File: src/delta_list_sleep_timer_queue_macros.svh
// assertion macros for the delta list sleep timer queue
// no dependencies; included by modules that carry assertions
`ifndef DELTA_LIST_SLEEP_TIMER_QUEUE_MACROS_SVH
`define DELTA_LIST_SLEEP_TIMER_QUEUE_MACROS_SVH
`ifndef SYNTHESIS
`define DLSTQ_ASSERT(lbl, clk, rstn, prop) \
    lbl: assert property (@(posedge clk) disable iff (!rstn) prop) else $error("dlstq check failed");
`define DLSTQ_ASSERT_ALWAYS(lbl, clk, prop) \
    lbl: assert property (@(posedge clk) prop) else $error("dlstq check failed");
`else
`define DLSTQ_ASSERT(lbl, clk, rstn, prop)
`define DLSTQ_ASSERT_ALWAYS(lbl, clk, prop)
`endif
`endif

File: src/dlstq_pkg.sv
// types and codes shared by the sleep timer queue modules
// no dependencies
package dlstq_pkg;
    localparam logic [1:0] REQ_INSERT = 2'd0;
    localparam logic [1:0] REQ_TICK   = 2'd1;
    localparam logic [1:0] REQ_CANCEL = 2'd2;

    localparam logic [1:0] KIND_INSERT = 2'd0;
    localparam logic [1:0] KIND_TICK   = 2'd1;
    localparam logic [1:0] KIND_CANCEL = 2'd2;
    localparam logic [1:0] KIND_NONE   = 2'd3;

    localparam logic [1:0] EV_INSERTED  = 2'd0;
    localparam logic [1:0] EV_REJECTED  = 2'd1;
    localparam logic [1:0] EV_WOKEN     = 2'd2;
    localparam logic [1:0] EV_CANCELLED = 2'd3;

    localparam logic [19:0] TICK_RESET = 20'd10000;

    typedef struct packed {
        logic [1:0]  req_type;
        logic [7:0]  task_id;
        logic [30:0] sleep_time;
    } in_t;

    typedef struct packed {
        logic [1:0]         event_code;
        logic [7:0]         woken_task;
        logic signed [31:0] time_left;
        logic               last_result;
    } out_t;

    typedef struct packed {
        logic [1:0]  kind;
        logic [7:0]  task_id;
        logic [30:0] sleep_time;
    } cmd_t;
endpackage

File: src/dlstq_front.sv
// front end: accepts requests, classifies them, holds them in a two-entry queue
// depends on dlstq_pkg
module dlstq_front (
    input  logic            aclk,
    input  logic            aresetn,
    input  logic            s_valid,
    output logic            s_ready,
    input  dlstq_pkg::in_t  s_data,
    output logic            q_valid,
    output dlstq_pkg::cmd_t q_cmd,
    input  logic            q_pop
);
    import dlstq_pkg::*;

    cmd_t       mem_reg [2];
    logic       wptr_reg, wptr_next;
    logic       rptr_reg, rptr_next;
    logic [1:0] cnt_reg, cnt_next;
    cmd_t       cls;
    logic       push;

    always_comb begin
        cls.task_id    = s_data.task_id;
        cls.sleep_time = s_data.sleep_time;
        unique case (s_data.req_type)
            REQ_INSERT: cls.kind = KIND_INSERT;
            REQ_TICK:   cls.kind = KIND_TICK;
            REQ_CANCEL: cls.kind = KIND_CANCEL;
            default:    cls.kind = KIND_NONE;
        endcase
    end

    assign s_ready = (cnt_reg != 2'd2);
    assign push    = s_valid && s_ready;
    assign q_valid = (cnt_reg != 2'd0);
    assign q_cmd   = mem_reg[rptr_reg];

    always_comb begin
        wptr_next = push ? ~wptr_reg : wptr_reg;
        rptr_next = (q_pop && q_valid) ? ~rptr_reg : rptr_reg;
        cnt_next  = cnt_reg + {1'b0, push} - {1'b0, q_pop && q_valid};
    end

    always_ff @(posedge aclk) begin
        if (push) begin
            mem_reg[wptr_reg] <= cls;
        end
        if (!aresetn) begin
            wptr_reg <= 1'b0;
            rptr_reg <= 1'b0;
            cnt_reg  <= 2'd0;
        end else begin
            wptr_reg <= wptr_next;
            rptr_reg <= rptr_next;
            cnt_reg  <= cnt_next;
        end
    end
endmodule

File: config.mk
export PLATFORM = sky130hd
export DESIGN_NAME = dlstq_front
export DESIGN_NICKNAME = d
export VERILOG_FILES = /design/src/delta_list_sleep_timer_queue_macros.svh /design/src/dlstq_pkg.sv /design/src/dlstq_front.sv
export SDC_FILE = /design/constraint.sdc
export NUM_CORES = 1
export LEC_CHECK = 0
export BUFFER_PORTS_ARGS = -buffer_cell sky130_fd_sc_hd__buf_4
export CAP_MARGIN = 40
export CORE_ASPECT_RATIO = 0.6
export CORE_MARGIN = 10
export CORE_UTILIZATION = 56
export CTS_BUF_LIST = sky130_fd_sc_hd__clkbuf_4 sky130_fd_sc_hd__clkbuf_8 sky130_fd_sc_hd__clkbuf_16
export DETAILED_ROUTE_END_ITERATION = 8
export PLACE_DENSITY = 0.82
export SLEW_MARGIN = 40
export SYNTH_ARGS = -nofsm -noshare
export SYNTH_HDL_FRONTEND = slang
export SYNTH_SLANG_ARGS = --single-unit
File: constraint.sdc
create_clock -name aclk -period 6.85 [get_ports aclk]
set_input_delay 1.37 -clock aclk [delete_from_list [all_inputs] [get_ports aclk]]
set_output_delay 1.37 -clock aclk [all_outputs]
set_load 0.1 [all_outputs]
Word-level counts from Yosys, hierarchy flattened
Memory sizes are Yosys's and may differ from the RTL's. A register that Yosys moved wholly into a read port is not among the register bits.
Cells that the tools add are included.
{"block": "totals", "word_cells": 20, "ramBits": 82, "n_memories": 1, "latchBits": 0, "regBits": 4, "romBits": 0}
{"memory": "mem_reg", "words": 2, "word_bits": 41, "rd": 1, "rd_clocked_by_memory_dff": 1, "write_ports": 1, "line_no": "dlstq_front.sv:15", "rtl": "cmd_t mem_reg [2];"}
{"block": "classes", "n_div": 0, "addsub": 2, "shift": 0, "n_eq_ne": 3, "bitwise": 2, "order_cmp": 0, "mul": 0, "reduce_logical": 4, "muxes": 5}
{"op": "2-bit case mux with 3 select lines", "n": 1}
{"op": "1-bit two-way mux", "n": 4}
{"op": "2-bit by 1-bit adder with 2-bit output", "n": 1}
{"op": "2-bit by 1-bit equality test with 1-bit output, second input constant", "n": 1}
{"op": "2-bit equality test, second input constant", "n": 1}
{"op": "1-bit logical AND", "n": 2}
{"op": "2-bit logical NOT", "n": 1}
{"op": "2-bit inequality test, second input constant", "n": 1}
{"op": "1-bit NOT", "n": 2}
{"op": "2-bit nonzero test", "n": 1}
{"op": "2-bit by 1-bit subtractor with 2-bit output", "n": 1}

Logic depth before layout (Yosys ltp)
Gate-level depths: netlist of the first run.
{"block": "depth", "ltp_word": 4, "mapped_depth": 8, "mapped_depth_nobuf": 8}

Worst setup path after synthesis of the first run
OpenSTA, ideal clock, no wires.
{"block": "synth_path", "path_type": "input port to flip-flop", "from": "input s_valid", "to": "memory mem_reg[0][0] (netlist bit), enable pin", "arrival_ns": 3.242, "path_buffers": 0, "path_stages": 2, "slack_ns": 3.169, "t_required_ns": 6.410, "setup_time_ns": 0.440, "cell_sequence": "nand2_1 nor2_1"}
{"block": "synth_via", "elab_chain_len": 3}
{"element": "start, declared", "line_no": "dlstq_front.sv:6", "rtl": "input logic s_valid,"}
{"element": "1-bit logical AND", "line_no": "dlstq_front.sv:34", "rtl": "assign push = s_valid && s_ready;"}
{"element": "1-bit two-way mux", "line_no": "dlstq_front.sv:45", "rtl": "if (push) begin"}
{"element": "1-bit two-way mux (implied by the code)", "line_no": "dlstq_front.sv:46", "rtl": "mem_reg[wptr_reg] <= cls;"}
{"element": "end, declared", "line_no": "dlstq_front.sv:15"}
No other way between the ends.

==> impl_metrics.env, run 1 <==
export IMPL_firstDrtPassIters=4
export IMPL_grt_antenna_before_repair=0
export IMPL_num_rows=21
export IMPL_grt_overflow=0
export IMPL_antennaDiodeCount=0
export IMPL_io_pins=88
export IMPL_first_global_vias=1856
export IMPL_synth_seq_area_share_pct=75.2
export IMPL_setup_viol=0
export IMPL_largest_reg_flops=82
export IMPL_clock_latency_ns=0.34
export IMPL_slew_headroom_pct=61.6
export IMPL_worst_slew_pin_transition_ns=0.576
export IMPL_synth_fp_nets=201
export IMPL_outcome="completed"
export IMPL_postRouteAntennaNets=0
export IMPL_ir_drop_mv=0.265
export IMPL_die_height_um=80.4
export IMPL_period_minus_slack_ns=3.47
export IMPL_fin_tns_setup_ns=0
export IMPL_drc_errors=0
export IMPL_arrival_ns=2.10
export IMPL_wirelength_um=6170
export IMPL_finClkSkew_ns=0.00495
export IMPL_total_power_w=0.00204
export IMPL_required_ns=5.48
export IMPL_place_inst=317
export IMPL_powerDensity_nw_per_um2=473
export IMPL_post_cts_buffers=0
export IMPL_dr_total_vias=1631
export IMPL_hold_viol_final=0
export IMPL_synth_cell_area_um2=3410
export IMPL_tritoncts="built"
export IMPL_cts_root_buf="clkbuf_8"
export IMPL_area_delta_synth_final_pct=26.8
export IMPL_cts_buffers=9
export IMPL_via_per_inst=4.90
export IMPL_final_nets=295
export IMPL_worstSetupPathType="reg -> out"
export IMPL_rsz0062_at_grt="false"
export IMPL_worstPathCellList="buf_4 > mux2_2 > buf_4"
export IMPL_die_x_um=121
export IMPL_drt_iter0_drc=63
export IMPL_hold_buffers=0
export IMPL_hp_class="reg -> reg"
export IMPL_fin_crit_sh_pct=50.6
export IMPL_crit_path_end_kind="output pin"
export IMPL_crit_path_top_delay_cell="buf_4"
export IMPL_wl_per_cell_um=18.5
export IMPL_cts_path_max_buffers=2
export IMPL_cp_max_fo=31
export IMPL_clkSinkCount=87
export IMPL_die_area_um2=9710
export IMPL_io_buffer_count=87
export IMPL_cap_violations=0
export IMPL_syn_area_per_cell_um2=22.1
export IMPL_layout_commonest_cell="buf_4"
export IMPL_track_usage_pct=13.0
export IMPL_max_freq_mhz=288
export IMPL_p_leak_nw=1.71
export IMPL_mostFrequentLayoutCells="buf_4 (88), edfxtp_1 (82), mux2_4 (40), clkbuf_8 (9), dfxtp_1 (4)"
export IMPL_clk_pin_slew_ns=0.08
export IMPL_initial_core_util_pct=59.5
export IMPL_grt_first_pass_wirelength_um=9600
export IMPL_cp_start_kind="flop"
export IMPL_final_cells=333
export IMPL_n_fill_cell=342
export IMPL_final_util_pct=75.4
export IMPL_drv_slew=0
export IMPL_synthCells=154
export IMPL_synth_seq_cells=87
export IMPL_coreArea_um2=5730
export IMPL_htreeDepth=3
export IMPL_cpPeakStageDelay_ns=0.57
export IMPL_cts_resized=0
export IMPL_drive_gt1_share_pct=60.1
export IMPL_dp_hpwl_um=4460
export IMPL_ys_warn_count=0
export IMPL_crit_path_frequent_cell="buf_4"
export IMPL_synth_cell_type_count=19
export IMPL_globalplace_congestion=0.698
export IMPL_grt_max_degree=42
-- report_power, final --
part	total (W)	internal, W	switching [W]
clock	0.000339	0.000170	0.000169
sequential	0.000700	0.000668	0.0000321
combinational	0.00100	0.000269	0.000735
total	0.00204	0.00111	0.000937
-- Yosys cell counts --
cell type | instances | area (µm²)
ha_1 | 2 | 25.0
or2_2 | 1 | 6.26
buf_6 | 1 | 11.3
mux2i_1 | 1 | 10.0
clkbuf_1 | 2 | 7.51
nand2_1 | 2 | 7.51
and2_1 | 2 | 12.5
nor2b_1 | 2 | 12.5
inv_1 | 1 | 3.75
dfxtp_1 | 5 | 100
xnor2_1 | 3 | 26.3
nand2b_1 | 2 | 12.5
and3_1 | 1 | 6.26
mux2_2 | 1 | 11.3
buf_12 | 4 | 80.1
nor2_1 | 1 | 3.75
mux2_4 | 40 | 601
o21a_2 | 1 | 8.76
edfxtp_1 | 82 | 2460
-- layer usage --
layer	routed length, µm	vias up	global-route usage [%]
li1	-	780	-
met1	2590	777	15.4
met2	2940	63	20.3
met3	557	11	6.35
met4	79	0	5.04
met5	0	-	0
-- worst paths after layout --
path	start	to	slack [ns]	cells past startpoint
min	wptr_reg	wptr_reg	0.54	2
max reg2reg	cnt_reg[0]	cnt_reg[1]	5.11	8
min reg2reg	wptr_reg	wptr_reg	0.54	2
max	flop	q_cmd[40]	3.38	3
-- through the flow --
step	instance area, µm²	worst slack, ns	hold WS, ns
2_1_floorplan	3410	3.17	0.455
3_5_place_dp	4130	3.75	0.528
3_3_place_gp	4080	3.77	0.503
6_report	4320	3.38	0.536
5_1_grt	4320	3.27	0.583
4_1_cts	4320	3.35	0.541
-- worst max-delay path: cells and delay by family (launching register included) --
kind | cells | cell delay (ns)
buf+inv | 2 | 0.80
mux | 1 | 0.40
flops | 1 | 0.55
-- final cells by class --
type,count,area (µm²),area share [%]
tap,80,100,2.32
multi-input combinational,59,756,17.5
inverter,1,3.75,0.0869
timing repair buffer,90,703,16.3
clock buffer,9,124,2.87
sequential,87,2560,59.3
clock inverter,7,71.3,1.65
-- cell families after synthesis --
kind of cell / synth area share [%]
AOI/OAI and AO/OA: 0.257
xor gates and xnor gates: 0.771
adders and majority gates: 0.734
buffers and inverters: 3.01
DFF: 75.2
muxes: 18.2
and+or+nand+nor: 1.80
Note: power is estimated with default switching activity, not from simulation.
==> run 2, diff against run 1 <==
CORE_UTILIZATION = 47   (was 56)
PLACE_DENSITY = 0.73   (was 0.82)
clock period = 3.1 ns   (was 6.85 ns; I/O delays follow)
==> run 2 against run 1 <==
Against the previous run: register-to-register slack worse by 3.7 ns; setup slack worse by 2.6 ns; sequential share of layout area is 0.85 points lower; power rose by 130%; count of clock-buffer cells in the layout increased by 2; clock skew is 0.00074 ns higher; via count shrank 0.67%; die area grew 15%; clock power grew to 2.8 times the previous value; wire length up 2.4%; worst hold slack worse by 0.065 ns.
==> impl_metrics.env, run 2 (synthesis results as in run 1) <==
export IMPL_hold_viol_final=0
export IMPL_grt_overflow=0
export IMPL_first_global_vias=1784
export IMPL_die_height_um=86.0
export IMPL_n_fill_cell=502
export IMPL_fin_crit_sh_pct=73.5
export IMPL_outcome="completed"
export IMPL_grt_first_pass_wirelength_um=9520
export IMPL_cts_root_buf="clkbuf_16"
export IMPL_tritoncts="built"
export IMPL_post_cts_buffers=0
export IMPL_hold_slack_ns=0.471
export IMPL_crit_path_end_kind="output pin"
export IMPL_drt_iter0_drc=100
export IMPL_final_nets=297
export IMPL_dr_total_vias=1620
export IMPL_worstPathCellList="buf_4 > mux2_2 > buf_4"
export IMPL_p_leak_nw=1.74
export IMPL_crit_buf_inv=2
export IMPL_crit_path_top_delay_cell="buf_4"
export IMPL_rsz0062_at_grt="false"
export IMPL_cp_max_fo=25
export IMPL_firstDrtPassIters=4
export IMPL_final_util_pct=64.0
export IMPL_area_delta_synth_final_pct=28.6
export IMPL_die_x_um=130
export IMPL_grt_antenna_before_repair=0
export IMPL_clk_pin_slew_ns=0.06
export IMPL_crit_path_frequent_cell="buf_4"
export IMPL_io_buffer_count=87
export IMPL_hold_path_depth=1
export IMPL_worstRegToRegCells=8
export IMPL_drc_errors=0
export IMPL_setup_viol=0
export IMPL_coreArea_um2=6850
export IMPL_multi_input_area_um2=752
export IMPL_largest_reg_flops=82
export IMPL_initial_core_util_pct=49.8
export IMPL_total_power_w=0.00469
export IMPL_cpPeakStageDelay_ns=0.39
export IMPL_track_usage_pct=11.4
export IMPL_drive_gt1_share_pct=59.6
export IMPL_cts_buffers=9
export IMPL_cp_start_kind="flop"
export IMPL_hold_buffers=0
export IMPL_globalplace_congestion=0.722
export IMPL_grt_max_degree=42
export IMPL_drv_slew=0
export IMPL_hp_class="in -> reg"
export IMPL_cap_violations=0
export IMPL_worst_slew_pin_transition_ns=0.563
export IMPL_slew_headroom_pct=62.5
export IMPL_arrival_ns=1.66
export IMPL_period_minus_slack_ns=2.28
export IMPL_cp_num_cells=3
export IMPL_max_freq_mhz=439
export IMPL_finClkSkew_ns=0.00569
export IMPL_cts_resized=0
export IMPL_htreeDepth=3
export IMPL_final_area_um2=4380
export IMPL_postRouteAntennaNets=0
export IMPL_fin_tns_setup_ns=0
export IMPL_wl_per_cell_um=18.5
export IMPL_mostFrequentLayoutCells="buf_4 (92), edfxtp_1 (82), mux2_4 (40), clkbuf_16 (9), dfxtp_1 (4)"
export IMPL_via_per_inst=4.74
export IMPL_wirelength_um=6320
export IMPL_critPathTopFamily="buffers and inverters"
export IMPL_antennaDiodeCount=0
export IMPL_die_area_um2=11200
export IMPL_io_pins=88
export IMPL_powerDensity_nw_per_um2=1070
export IMPL_seqCellArea_um2=2560
export IMPL_num_rows=23
export IMPL_dp_hpwl_um=4600
export IMPL_clkSinkCount=87
export IMPL_layout_commonest_cell="buf_4"
export IMPL_ir_drop_mv=0.784
export IMPL_required_ns=2.48
export IMPL_worstSetupPathType="reg -> out"
export IMPL_clock_latency_ns=0.33
export IMPL_cts_path_max_buffers=2
export IMPL_place_area_um2=4120
run 2: cell count changes in the layout (fill, tap and decap cells not counted), sizes merged:
cell	previous run	this run
buf	90	92
bufinv	1	0
clkbuf	9	11
clkinvlp	0	1
inv	3	1
run 2: worst paths after layout:
path	slack [ns]	end	startpoint
setup / recovery	0.82	q_cmd[40]	flop
hold reg to reg	0.52	wptr_reg	wptr_reg
hold / removal	0.47	mem_reg[1][25]	s_data[25]
setup reg to reg	1.39	cnt_reg[1]	cnt_reg[0]
run 2: cell type report:
| cell class | count | area share, % |
|---|---|---|
| clock buffers | 11 | 5.48 |
| clock inverters | 5 | 0.571 |
| inverters | 1 | 0.0856 |
| multi-input cells | 59 | 17.2 |
| flip-flops and latches | 87 | 58.5 |
| well taps | 87 | 2.48 |
| repair buffers | 92 | 15.8 |
run 2: metal layers:
layer,track usage [%],share of wire [%]
met1,13.6,44
met2,17.1,44
met3,6.88,11
met4,3.05,0.73
met5,0,0
run 2: power by group:
part,leakage [nW],switching [W],internal (W),total (W)
clock,0.131,0.000384,0.000551,0.000935
combinational,0.801,0.00164,0.000582,0.00223
sequential,0.808,0.0000485,0.00148,0.00153
total,1.74,0.00208,0.00261,0.00469
run 2: through the flow:
step	std cells	worst slack, ns
6_report	342	0.821
4_1_cts	342	0.796
5_1_grt	342	0.740
3_3_place_gp	326	1.15
2_1_floorplan	154	0.157
3_5_place_dp	326	1.15
==> run 3, diff against run 2 <==
clock period = 1.84 ns   (was 3.1 ns; I/O delays follow)
==> run 3 against run 2 <==
Against the previous run: sequential power increased by 70%; sequential share of layout area shrank 5.6 points; utilization rose by 6.8 points; die area stayed put; clock skew fell by 0.0018 ns; first-iteration DRC count is 20% lower; register-to-register slack got worse by 1.1 ns; flip-flop and latch count unchanged; count of clock-buffer cells in the layout fell by 2; via count grew 4.0%; critical endpoint is now q_cmd[7]; largest power group unchanged; highest routed layer unchanged.
==> impl_metrics.env, run 3 (synthesis results as in run 1) <==
export IMPL_outcome="completed"
export IMPL_crit_buf_inv=2
export IMPL_arrival_ns=1.46
export IMPL_mostFrequentLayoutCells="edfxtp_1 (82), buf_4 (50), mux2_4 (40), buf_12 (22), buf_6 (11)"
export IMPL_die_area_um2=11200
export IMPL_hold_buffers=0
export IMPL_drc_errors=0
export IMPL_largest_reg_flops=82
export IMPL_worstSetupPathType="reg -> out"
export IMPL_rsz0062_at_grt="true"
export IMPL_firstDrtPassIters=4
export IMPL_cts_root_buf="clkbuf_16"
export IMPL_clk_pin_slew_ns=0.06
export IMPL_slew_headroom_pct=80.5
export IMPL_p_seq_share_pct=29.7
export IMPL_max_freq_mhz=548
export IMPL_final_nets=299
export IMPL_worst_slew_pin_transition_ns=0.292
export IMPL_timing_rr_start="cnt_reg[1]"
export IMPL_cpPeakStageDelay_ns=0.40
export IMPL_power_frac_clock_pct=19.5
export IMPL_cp_start_kind="flop"
export IMPL_initial_core_util_pct=49.8
export IMPL_grt_first_pass_wirelength_um=9890
export IMPL_via_per_inst=4.90
export IMPL_area_delta_synth_final_pct=42.4
export IMPL_layout_commonest_cell="edfxtp_1"
export IMPL_ir_drop_mv=0.897
export IMPL_p_int_w=0.00508
export IMPL_powerDensity_nw_per_um2=1800
export IMPL_cp_max_fo=20
export IMPL_drt_iter0_drc=80
export IMPL_globalplace_congestion=0.717
export IMPL_coreArea_um2=6850
export IMPL_hold_viol_final=0
export IMPL_final_area_um2=4850
export IMPL_cap_violations=0
export IMPL_place_area_um2=4170
export IMPL_required_ns=1.47
export IMPL_final_util_pct=70.8
export IMPL_first_global_vias=1891
export IMPL_cts_path_max_buffers=2
export IMPL_finClkSkew_ns=0.00390
export IMPL_grt_antenna_before_repair=0
export IMPL_p_sw_w=0.00366
export IMPL_crit_path_frequent_cell="buf_12"
export IMPL_cts_buffers=9
export IMPL_critPathTopFamily="flip-flops"
export IMPL_postRouteAntennaNets=0
export IMPL_wirelength_um=6460
export IMPL_num_rows=23
export IMPL_grt_max_degree=23
export IMPL_power_switching_fraction_pct=41.8
export IMPL_hp_class="in -> reg"
export IMPL_min_from="s_data[25]"
export IMPL_grt_overflow=0
export IMPL_drive_gt1_share_pct=60.3
export IMPL_period_minus_slack_ns=1.82
export IMPL_die_x_um=130
export IMPL_crit_path_top_delay_cell="dfxtp_4"
export IMPL_io_buffer_count=87
export IMPL_hold_slack_ns=0.221
export IMPL_dr_total_vias=1685
export IMPL_dp_hpwl_um=4510
export IMPL_clock_latency_ns=0.33
export IMPL_drv_slew=0
export IMPL_finalWorstSetupSlack_ns=0.0159
export IMPL_htreeDepth=3
export IMPL_power_frac_comb_pct=50.8
export IMPL_worstPathCellList="buf_12 > mux2_4 > buf_12"
export IMPL_fin_tns_setup_ns=0
export IMPL_tritoncts="built"
export IMPL_track_usage_pct=11.8
export IMPL_wl_per_cell_um=18.8
export IMPL_fin_crit_sh_pct=99.1
export IMPL_pre_cts_slack_ns=0.240
export IMPL_die_height_um=86.0
export IMPL_antennaDiodeCount=0
export IMPL_setup_viol=0
export IMPL_io_pins=88
export IMPL_p_leak_nw=1.90
export IMPL_crit_path_end_kind="output pin"
export IMPL_clkSinkCount=87
[run 3: changes by cell type in the layout (fill, tap and decap cells not counted), moves of 2 or more]
cell,delta
buf_12,+22
buf_4,-42
buf_6,+11
buf_8,+10
clkbuf_4,-2
clkinv_2,-2
clkinvlp_4,+2
[run 3: timing repair]
item	4_1_cts	5_1_grt
endpoints found under the setup margin	41	27
endpoints found under the hold margin	0	0
buffers inserted	0	0
cloned	1	0
resized for setup	41	52
[run 3: metrics by stage]
stage          cells  power [W]
2_1_floorplan    154    0.00583
3_3_place_gp     327    0.00644
3_5_place_dp     327    0.00646
4_1_cts          344    0.00847
5_1_grt          344    0.00905
6_report         344    0.00874
[run 3: path summary, 6_finish.rpt]
| path | end | slack (ns) | cells past startpoint |
|---|---|---|---|
| hold / removal | mem_reg[1][25] | 0.22 | 1 |
| hold reg to reg | wptr_reg | 0.53 | 2 |
| setup reg to reg | cnt_reg[1] | 0.25 | 7 |
| setup / recovery | q_cmd[7] | 0.02 | 3 |
[run 3: worst register-to-register path, stage by stage (launching register included)]
cell and delay (ns):
dfxtp_1 0.36, o21a_2 0.24, ha_1 0.27, inv_1 0.04, ha_1 0.17, xnor2_1 0.13, xnor2_1 0.12, and2_1 0.15
[run 3: final cells by class]
type                    count  area (µm²)
multi-input cells          59         767
inverters                   1        3.75
clock inverters             7        63.8
well taps                  87         109
flip-flops and latches     87        2570
clock buffers               9         225
repair buffers             94        1120
fillers                   448        2000
[run 3: power by group through the flow]
stage / combinational, W / clock [W] / sequential [W]
after CTS: 0.00413 / 0.00175 / 0.00260
after floorplan: 0.00323 / 0 / 0.00260
after detailed placement: 0.00383 / 0 / 0.00263
after global placement: 0.00383 / 0 / 0.00261
after global routing: 0.00459 / 0.00184 / 0.00263
final: 0.00444 / 0.00170 / 0.00260
[run 3: routing by layer]
layer  share of wire (%)  track usage (%)
met1                  41             12.7
met2                  47             18.6
met3                 9.9             6.70
met4                 1.4             5.18
met5                   0                0
